File: src/rtl/soc_pkg.sv
// Shared types and constants for the subsequence occurrence counter.
// This package has no dependencies. The controller, datapath and top level use it.
package soc_pkg;

   localparam int WORD_BITS = 16;
   localparam int LEN_W     = 5;
   localparam int COUNT_W   = 14;

   typedef logic [WORD_BITS-1:0] word_type;
   typedef logic [LEN_W-1:0]     len_type;
   typedef logic [COUNT_W-1:0]   count_type;

   typedef enum logic {
      ST_IDLE,
      ST_RUN
   } state_type;

   // These are the commands from the controller to the datapath.
   typedef struct packed {
      logic load;
      logic step;
      logic emit;
   } cmd_type;

   // This is the status from the datapath to the controller.
   typedef struct packed {
      logic steps_done;
   } status_type;

endpackage

File: src/rtl/subsequence_occurrence_counter.sv
// Subsequence occurrence counter: an item is loaded, the row of counts is updated once per
// sent bit for L sent bits, where L is sent_len capped at the smaller of MAX_LEN and 16, and
// the count is then emitted into the result register once that register is free.
// Results leave through an output register, so a new item is taken while a result waits.
// Reset is synchronous and active high. It clears the controller state and the result
// valid flag. The row and word registers are loaded with each item and are not reset.
module subsequence_occurrence_counter #(
   parameter int MAX_LEN = 16
) (
   input  logic                clock,
   input  logic                reset,
   // This is the input item channel.
   input  logic                req_valid,
   output logic                req_stall,
   input  soc_pkg::word_type   req_sent_bits,
   input  soc_pkg::len_type    req_sent_len,
   input  soc_pkg::word_type   req_received_bits,
   input  soc_pkg::len_type    req_received_len,
   // This is the result item channel.
   output logic                rsp_valid,
   input  logic                rsp_stall,
   output soc_pkg::count_type  rsp_occurrence_count
);

   // The controller and datapath talk only through these command and status groups.
   soc_pkg::cmd_type    cmd;
   soc_pkg::status_type status;

   // The controller accepts an item in idle, steps the row until every sent bit is used,
   // and then moves the count into the result register once that register is free.
   soc_ctrl u_ctrl (
      .clock     (clock),
      .reset     (reset),
      .req_valid (req_valid),
      .req_stall (req_stall),
      .rsp_valid (rsp_valid),
      .rsp_stall (rsp_stall),
      .status    (status),
      .cmd       (cmd)
   );

   // The datapath aligns both words to their first symbol, holds the row of counts indexed
   // by received prefix length, and updates every entry above the first in parallel on each step.
   soc_dpath #(
      .MAX_LEN (MAX_LEN)
   ) u_dpath (
      .clock                (clock),
      .cmd                  (cmd),
      .status               (status),
      .req_sent_bits        (req_sent_bits),
      .req_sent_len         (req_sent_len),
      .req_received_bits    (req_received_bits),
      .req_received_len     (req_received_len),
      .rsp_occurrence_count (rsp_occurrence_count)
   );

endmodule

File: src/rtl/soc_ctrl.sv
// Controller state machine for the subsequence occurrence counter.
// It depends on soc_pkg and drives the soc_dpath commands.
module soc_ctrl (
   input  logic                  clock,
   input  logic                  reset,
   input  logic                  req_valid,
   output logic                  req_stall,
   output logic                  rsp_valid,
   input  logic                  rsp_stall,
   input  soc_pkg::status_type   status,
   output soc_pkg::cmd_type      cmd
);

   soc_pkg::state_type state_ff, state_in;
   logic rsp_valid_ff, rsp_valid_in;
   logic out_free;

   always_ff @(posedge clock) begin
      if (reset) begin
         state_ff     <= soc_pkg::ST_IDLE;
         rsp_valid_ff <= 1'b0;
      end else begin
         state_ff     <= state_in;
         rsp_valid_ff <= rsp_valid_in;
      end
   end

   // The result register can be loaded once it is empty or is being taken.
   assign out_free = !rsp_valid_ff || !rsp_stall;

   always_comb begin
      state_in     = state_ff;
      rsp_valid_in = rsp_valid_ff && rsp_stall;
      cmd          = '0;
      req_stall    = 1'b1;
      case (state_ff)
         soc_pkg::ST_IDLE: begin
            req_stall = 1'b0;
            if (req_valid) begin
               cmd.load = 1'b1;
               state_in = soc_pkg::ST_RUN;
            end
         end
         soc_pkg::ST_RUN: begin
            if (!status.steps_done) begin
               cmd.step = 1'b1;
            end else if (out_free) begin
               cmd.emit     = 1'b1;
               rsp_valid_in = 1'b1;
               state_in     = soc_pkg::ST_IDLE;
            end
         end
         default: begin
            state_in = soc_pkg::ST_IDLE;
         end
      endcase
   end

   assign rsp_valid = rsp_valid_ff;

endmodule

File: src/rtl/soc_dpath.sv
// Datapath for the subsequence occurrence counter: aligned words, the row of counts and the result.
// It depends on soc_pkg and is driven by soc_ctrl commands.
module soc_dpath #(
   parameter int MAX_LEN = 16
) (
   input  logic                  clock,
   input  soc_pkg::cmd_type      cmd,
   output soc_pkg::status_type   status,
   input  soc_pkg::word_type     req_sent_bits,
   input  soc_pkg::len_type      req_sent_len,
   input  soc_pkg::word_type     req_received_bits,
   input  soc_pkg::len_type      req_received_len,
   output soc_pkg::count_type    rsp_occurrence_count
);

   localparam int LIM   = (MAX_LEN < soc_pkg::WORD_BITS) ? MAX_LEN : soc_pkg::WORD_BITS;
   localparam int IDX_W = $clog2(LIM + 1);
   localparam soc_pkg::len_type LEN_CAP   = soc_pkg::len_type'(LIM);
   localparam soc_pkg::len_type WORD_LEN  = soc_pkg::len_type'(soc_pkg::WORD_BITS);

   soc_pkg::len_type   slen_lim, rlen_lim;
   soc_pkg::word_type  sent_al, recv_al;

   soc_pkg::word_type  sent_ff, recv_ff;
   soc_pkg::len_type   rlen_ff, cnt_ff;
   soc_pkg::count_type row_ff [LIM+1];
   soc_pkg::count_type row_in [LIM+1];
   soc_pkg::count_type result_ff;

   assign slen_lim = (req_sent_len > LEN_CAP) ? LEN_CAP : req_sent_len;
   assign rlen_lim = (req_received_len > LEN_CAP) ? LEN_CAP : req_received_len;

   // Each word is moved up so that its first symbol sits in the top bit.
   assign sent_al = soc_pkg::word_type'(req_sent_bits << (WORD_LEN - slen_lim));
   assign recv_al = soc_pkg::word_type'(req_received_bits << (WORD_LEN - rlen_lim));

   // Every entry but the first adds its left neighbor when its received symbol matches the sent bit.
   always_comb begin
      row_in[0] = row_ff[0];
      for (int j = 1; j <= LIM; j++) begin
         if (recv_ff[soc_pkg::WORD_BITS-j] == sent_ff[soc_pkg::WORD_BITS-1]) begin
            row_in[j] = soc_pkg::count_type'(row_ff[j] + row_ff[j-1]);
         end else begin
            row_in[j] = row_ff[j];
         end
      end
   end

   always_ff @(posedge clock) begin
      if (cmd.load) begin
         sent_ff <= sent_al;
         recv_ff <= recv_al;
         rlen_ff <= rlen_lim;
         cnt_ff  <= slen_lim;
         row_ff[0] <= soc_pkg::count_type'(1);
         for (int j = 1; j <= LIM; j++) begin
            row_ff[j] <= '0;
         end
      end else if (cmd.step) begin
         sent_ff <= soc_pkg::word_type'(sent_ff << 1);
         cnt_ff  <= cnt_ff - soc_pkg::len_type'(1);
         row_ff  <= row_in;
      end
      if (cmd.emit) begin
         result_ff <= row_ff[rlen_ff[IDX_W-1:0]];
      end
   end

   assign status.steps_done   = (cnt_ff == '0);
   assign rsp_occurrence_count = result_ff;

endmodule

File: config.mk
export PLATFORM = sky130hd
export DESIGN_NAME = subsequence_occurrence_counter
export DESIGN_NICKNAME = d
export VERILOG_FILES = /design/src/rtl/soc_pkg.sv /design/src/rtl/subsequence_occurrence_counter.sv /design/src/rtl/soc_ctrl.sv /design/src/rtl/soc_dpath.sv
export SDC_FILE = /design/constraint.sdc
export NUM_CORES = 1
export LEC_CHECK = 0
export BUFFER_PORTS_ARGS = -buffer_cell sky130_fd_sc_hd__buf_4
export CORE_UTILIZATION = 50
export CTS_BUF_LIST = sky130_fd_sc_hd__clkbuf_4 sky130_fd_sc_hd__clkbuf_8 sky130_fd_sc_hd__clkbuf_16
export DETAILED_ROUTE_END_ITERATION = 16
export GPL_ROUTABILITY_DRIVEN = 0
export PLACE_DENSITY = 0.64
export SYNTH_ARGS = -nofsm -noshare
export SYNTH_HDL_FRONTEND = slang
export SYNTH_SLANG_ARGS = --single-unit
File: constraint.sdc
create_clock -name clock -period 2.8 [get_ports clock]
set_clock_uncertainty 0.15 [all_clocks]
set_input_delay 0.28 -clock clock [delete_from_list [all_inputs] [get_ports clock]]
set_output_delay 0.28 -clock clock [all_outputs]
set_load 0.005 [all_outputs]
== Word-level counts from Yosys, hierarchy flattened ==
Index checks and enable logic that the tools add are counted.

* Flip-flop bits (word level): 282
* Bits of input ports: 46
* Output and inout port bits: 16
* Word-level logic and storage cells: 109

* $add $sub $neg: 19
* $lt $le $gt $ge: 3
* Equality and inequality tests: 16
* Shift operators: 2
* Mux-type cells: 22
* Bitwise logic cells: 2
* Reductions and logical operators: 22

{| class="wikitable"
|+ Operator list
! operator !! count
|-
| adder 14 bit || 15
|-
| binary-select mux 14 bit (select 5 bit) || 1
|-
| 2-to-1 mux 16 bit || 2
|-
| AND reduction 2 bit || 16
|-
| left shift 16 x 5 -> 16 bit || 2
|-
| 2-to-1 mux 14 bit || 2
|-
| 2-to-1 mux 5 bit || 4
|-
| == test 1 bit || 16
|-
| adder 14 x 1 -> 14 bit (second input constant) || 1
|-
| 2-to-1 mux 1 bit || 11
|-
| > comparator 5 bit (second input constant) || 2
|-
| subtractor 5 bit (first input constant) || 2
|-
| greater-or-equal comparator 6 bit (second input constant) || 1
|-
| inverter 5 -> 6 bit || 1
|-
| logical NOT 5 bit || 1
|-
| subtractor 5 x 1 -> 5 bit (second input constant) || 1
|-
| logical NOT 1 bit || 2
|-
| 2-to-1 mux 2 bit || 1
|-
| case mux 1 bit (2 select lines) || 1
|-
| nonzero test 2 bit || 1
|-
| logical AND 1 bit || 1
|-
| logical OR 1 bit || 1
|-
| inverter 1 bit || 1
|}

== Longest topological paths before layout ==
* Depth after elaboration: 7
* Mapped depth: 10
* Depth with buffers taken out: 9

== Hierarchy ==
A second synthesis with hierarchy kept.

* Cells, all modules: 2,699
* Area total of the unflattened synthesis: 23,349.9 µm²

{| class="wikitable"
|+ By module, submodules not included
! module !! instances !! cells each !! area each (µm²) !! seq. area each (µm²)
|-
| soc_dpath || 1 || 2,689 || 23,266.1 || 6,165.9
|-
| soc_ctrl || 1 || 10 || 83.8 || 40.0
|}

== Least setup slack after synthesis ==
OpenSTA, ideal clock, no wires.

* Path type: input-to-reg
* Start: input port req_sent_len[0]
* End: register u_dpath.sent_ff[12] (data pin)
* Setup time: 0.257 ns
* Arrival time: 2.158 ns
* Required time: 2.393 ns
* Setup slack: 0.235 ns
* Stages on the path: 8
* Path buffers: 2
* Cell sequence: nor2b_1 buf_2 clkinv_1 ha_1 clkbuf_1 mux2i_1 a211o_1 a32o_1

* Word-level cells in the longest chain between the ends: 5

{| class="wikitable"
|+ Ends and longest elaborated chain
! what !! RTL line !! RTL
|-
| start, declared || subsequence_occurrence_counter.sv:16 || <nowiki>input soc_pkg::len_type req_sent_len,</nowiki>
|-
| > comparator 5 bit || soc_dpath.sv:30 || <nowiki>assign slen_lim = (req_sent_len > LEN_CAP) ? LEN_CAP : req_sent_len;</nowiki>
|-
| 2-to-1 mux 5 bit (*) || soc_dpath.sv:30 ||
|-
| subtractor 5 bit (*) || soc_dpath.sv:34 || <nowiki>assign sent_al = soc_pkg::word_type'(req_sent_bits << (WORD_LEN - slen_lim));</nowiki>
|-
| left shift 16 x 5 -> 16 bit (*) || soc_dpath.sv:34 ||
|-
| 2-to-1 mux 16 bit (*) || soc_dpath.sv:50 || <nowiki>if (cmd.load) begin</nowiki>
|-
| end signal, assigned || soc_dpath.sv:51 || <nowiki>sent_ff <= sent_al;</nowiki>
|-
| end signal, assigned || soc_dpath.sv:60 || <nowiki>sent_ff <= soc_pkg::word_type'(sent_ff << 1);</nowiki>
|-
| end, declared || soc_dpath.sv:24 || <nowiki>soc_pkg::word_type sent_ff, recv_ff;</nowiki>
|}

Mark *: on every way between the ends. The rest lies on a longest branch, timed or not.
A chain may end at the register's enable or synchronous reset.

== Final worst setup path ==
* Start: register u_dpath.cnt_ff[0]
* End: register u_dpath.row_ff[209] in the netlist's numbering

* Word-level cells in the longest chain between the ends: 4

{| class="wikitable"
|+ Ends and longest elaborated chain
! what !! RTL line !! RTL
|-
| start, declared || soc_dpath.sv:25 || <nowiki>soc_pkg::len_type rlen_ff, cnt_ff;</nowiki>
|-
| start signal, assigned || soc_dpath.sv:54 || <nowiki>cnt_ff <= slen_lim;</nowiki>
|-
| start signal, assigned || soc_dpath.sv:61 || <nowiki>cnt_ff <= cnt_ff - soc_pkg::len_type'(1);</nowiki>
|-
| logical NOT 5 bit || soc_dpath.sv:69 || <nowiki>assign status.steps_done = (cnt_ff == '0);</nowiki>
|-
| 2-to-1 mux 1 bit || soc_ctrl.sv:45 || <nowiki>if (!status.steps_done) begin</nowiki>
|-
| 2-to-1 mux 2 bit || soc_ctrl.sv:36 || <nowiki>case (state_ff)</nowiki>
|-
| AND reduction 2 bit (no source line) || n/a ||
|-
| end signal, assigned || soc_dpath.sv:62 || <nowiki>row_ff <= row_in;</nowiki>
|-
| end, declared || soc_dpath.sv:26 || <nowiki>soc_pkg::count_type row_ff [LIM+1];</nowiki>
|}

No other way between the ends.

==> impl_metrics.yaml <==
pwr:
  pwr_density_cell_mw_per_mm2: 509
  leakage_nw: 10.1
  peakVddDrop_mv: 0.404
  p_int_w: 0.00850
  p_switching_w: 0.00405
  comb_power_share_pct: 23.5
  sequentialPowerShare_pct: 39.0
  pwr-share-clk_pct: 37.5
  power_switching_share_pct: 32.3
floorplanning:
  initial_core_util_pct: 50.6
  die_h_um: 213
  rows: 77
  design.core.area_mm2: 0.0441
  die_w_um: 213
  dieArea_mm2: 0.0455
  ios: 62
grt:
  antenna_found_initial: 4
  met3_usage_pct: 5.68
  use_met2_pct: 42.7
  grt_max_degree: 119
  grt_pass1_wl_mm: 101
  track_usage_pct: 28.4
  gr-max-usage-layer: "met2"
  grt_pass1_vias: 18700
  use_met1_pct: 39.8
  grt.overflow.total: 0
placed_design:
  place_area_mm2: 0.0234
  portBuffers: 61
  dp_hpwl_mm: 49.9
timing:
  period_share_pct: 93.4
  relSlewSlack_pct: 43.7
  fin_setup_tns_ns: 0
  fmax_mhz: 383
  hold_viol_final: 0
  slew_violations: 0
  finalSetupViolCount: 0
  min_period_ns: 2.61
  worstMarginPinSlew_ns: 0.836
  grt_setup_unrepaired: "no"
synthesis:
  synthArstFlopShare_pct: 0
  postSynthCellCount: 2668
  synth_fp_nets: 2929
  post_synth.cell_area_avg_um2: 8.37
  synth_ff_type: "dfxtp_1"
  yosysUniqueCellTypes: 59
  synth_seq_cells: 282
  synthTopCellsByArea: "dfxtp_1 (20%), ha_1 (11%), edfxtp_1 (7.5%)"
  synth_area_leader_cell: "dfxtp_1"
  synth.most_common_cell: "a21oi_1"
  yosysSeqAreaShare_pct: 27.8
  yosysWarnings: 0
  synth_top_area_share_pct: 20.3
  synthTopCellsByCount: "a21oi_1 (266), nand2_1 (231), nor2_1 (229), dfxtp_1 (226), o21ai_0 (217)"
  syn-cell-area_mm2: 0.0223
  synth_edf_count: 56
clock_tree:
  clock_latency_ns: 0.55
  clockBufferDepth: 3
  post_cts_buffers: 0
  clkTransAtPathRegs_ns: 0.06
  cts_root_buffer: "clkbuf_16"
  cts_tree: "built"
  htreeDepth: 2
  numCtsBuffers: 35
  cts_sinks: 282
worst_setup_path:
  cp_num_buf_inv: 3
  worst_setup_path_end_kind: "register"
  required_ns: 3.09
  worst-endpoint-arrival_ns: 2.90
  max_stage_delay_ns: 0.65
  critical_path_class: "register to register"
  crit_family: "simple AND/OR/NAND/NOR gates"
  cp_max_fo: 22
  slowest_stage: "or4b_1"
  rrSetupSlack_ns: 0.19
  worstPathCellList: "inv_1 -> ha_1 -> or4b_1 -> buf_4 -> nand3_1 -> buf_4 -> o21ai_0 -> a21oi_1 -> nand3_1"
  worstSetupStartpointType: "register"
run_status:
  run_status: "completed"
detailed_routing:
  routedWlPerCell_um: 19.8
  via_count: 20700
  ant_nets: 0
  viasPerCell: 6.25
  drt-pass1-iter-count: 7
  drc: 0
  dr.first_iter.drc_count: 1759
  wirelength_mm: 65.6
layout:
  syn2layout_area_growth_pct: 10.4
  stdcell_area_mm2: 0.0247
  drive_gt1_share_pct: 9.23
  nNetsFinal: 2955
  fill_cells: 4080
run:
  maxCapViolations: 0
min_path:
  worstHoldPathType: "input pin to register"
[tightest hold or removal path, stage by stage]
cell      delay, ns
buf_4          0.09
nand3b_1       0.11
nor2_1         0.11
[layout by cell type (no fill, tap or decap), types with 19 or more instances in the layout]
master,n
a21oi_1,265
nand2_1,231
nor2_1,229
dfxtp_1,226
o21ai_0,217
ha_1,200
nand3_1,130
buf_4,113
a211oi_1,103
a21o_1,92
mux2i_1,83
nor3_1,77
o21a_1,73
xnor2_1,58
edfxtp_1,56
mux4_2,54
inv_1,50
nor2b_1,41
and3_1,39
clkbuf_16,37
o211ai_1,28
o31ai_1,27
nand4_1,26
xor2_1,20
or3_1,19
[kinds of logic after synthesis]
family	Yosys count	share of synthesized area [%]
simple gates	860	18.1
fa+ha+maj	215	12.5
buf+inv	193	4.07
xor+xnor	79	3.13
mux	141	9.36
flops	282	27.8
compound gates	898	25.0
[routing by layer]
layer  wire length [um]  share of wire (%)  up-vias
li1                   -                  -    10100
met1              30000                 46     9815
met2              28600                 44      695
met3               4590                7.0      130
met4               2350                3.6        2
met5                 14              0.021        -
[state kept, by name, summed over array words and instances (netlist names)]
signal	cells
u_dpath.cnt_ff	5
u_ctrl.rsp_valid	1
u_dpath.rlen_ff	5
u_dpath.recv_ff	16
u_dpath.sent_ff	16
u_dpath.row_ff	224
u_ctrl.state_ff	1
u_dpath.rsp_occurrence_count	14
[layout make-up]
type,instances,area [um2],area share [%]
Multi-Input combinational cell,2193,15200,61.8
Sequential cell,282,6210,25.2
Timing Repair Buffer,129,1080,4.37
Clock buffer,48,1040,4.22
Tap cell,592,741,3.00
Inverter,53,201,0.817
Clock inverter,15,150,0.609
Antenna cell,3,7.51,0.0304
[worst paths after layout]
check / start / to / cells past startpoint
max: u_dpath.cnt_ff[0] / u_dpath.row_ff[209] / 9
min: req_received_bits[0] / u_dpath.recv_ff[0] / 3
max reg2reg: u_dpath.cnt_ff[0] / u_dpath.row_ff[209] / 9
min reg2reg: u_dpath.row_ff[13] / u_dpath.row_ff[13] / 2
[stage by stage]
stage	hold WS, ns	setup WS (ns)	power (W)	instances	util [%]
detailed placement	0.300	0.199	0.00785	3240	53.0
global placement	0.296	0.281	0.00779	3240	53.0
CTS	0.00197	0.200	0.0126	3312	55.9
global route	0.0231	0.0516	0.0131	3312	55.9
finish	0.0247	0.186	0.0126	3315	55.9
floorplan	0.199	0.235	0.00693	2668	-
[power groups by stage]
| stage | sequential [W] | combinational [W] | clock, W |
|---|---|---|---|
| finish | 0.00490 | 0.00295 | 0.00471 |
| global route | 0.00493 | 0.00325 | 0.00496 |
| CTS | 0.00488 | 0.00291 | 0.00478 |
| detailed placement | 0.00496 | 0.00289 | 0 |
| global placement | 0.00496 | 0.00283 | 0 |
| floorplan | 0.00477 | 0.00216 | 0 |
[repair_timing]
action                                  in CTS  in global routing
endpoints found under the hold margin        9                  0
hold buffers                                 9                  0
resized for setup                            0                  1
endpoints found under the setup margin       0                 11
Power figures use the tool's default switching activity.
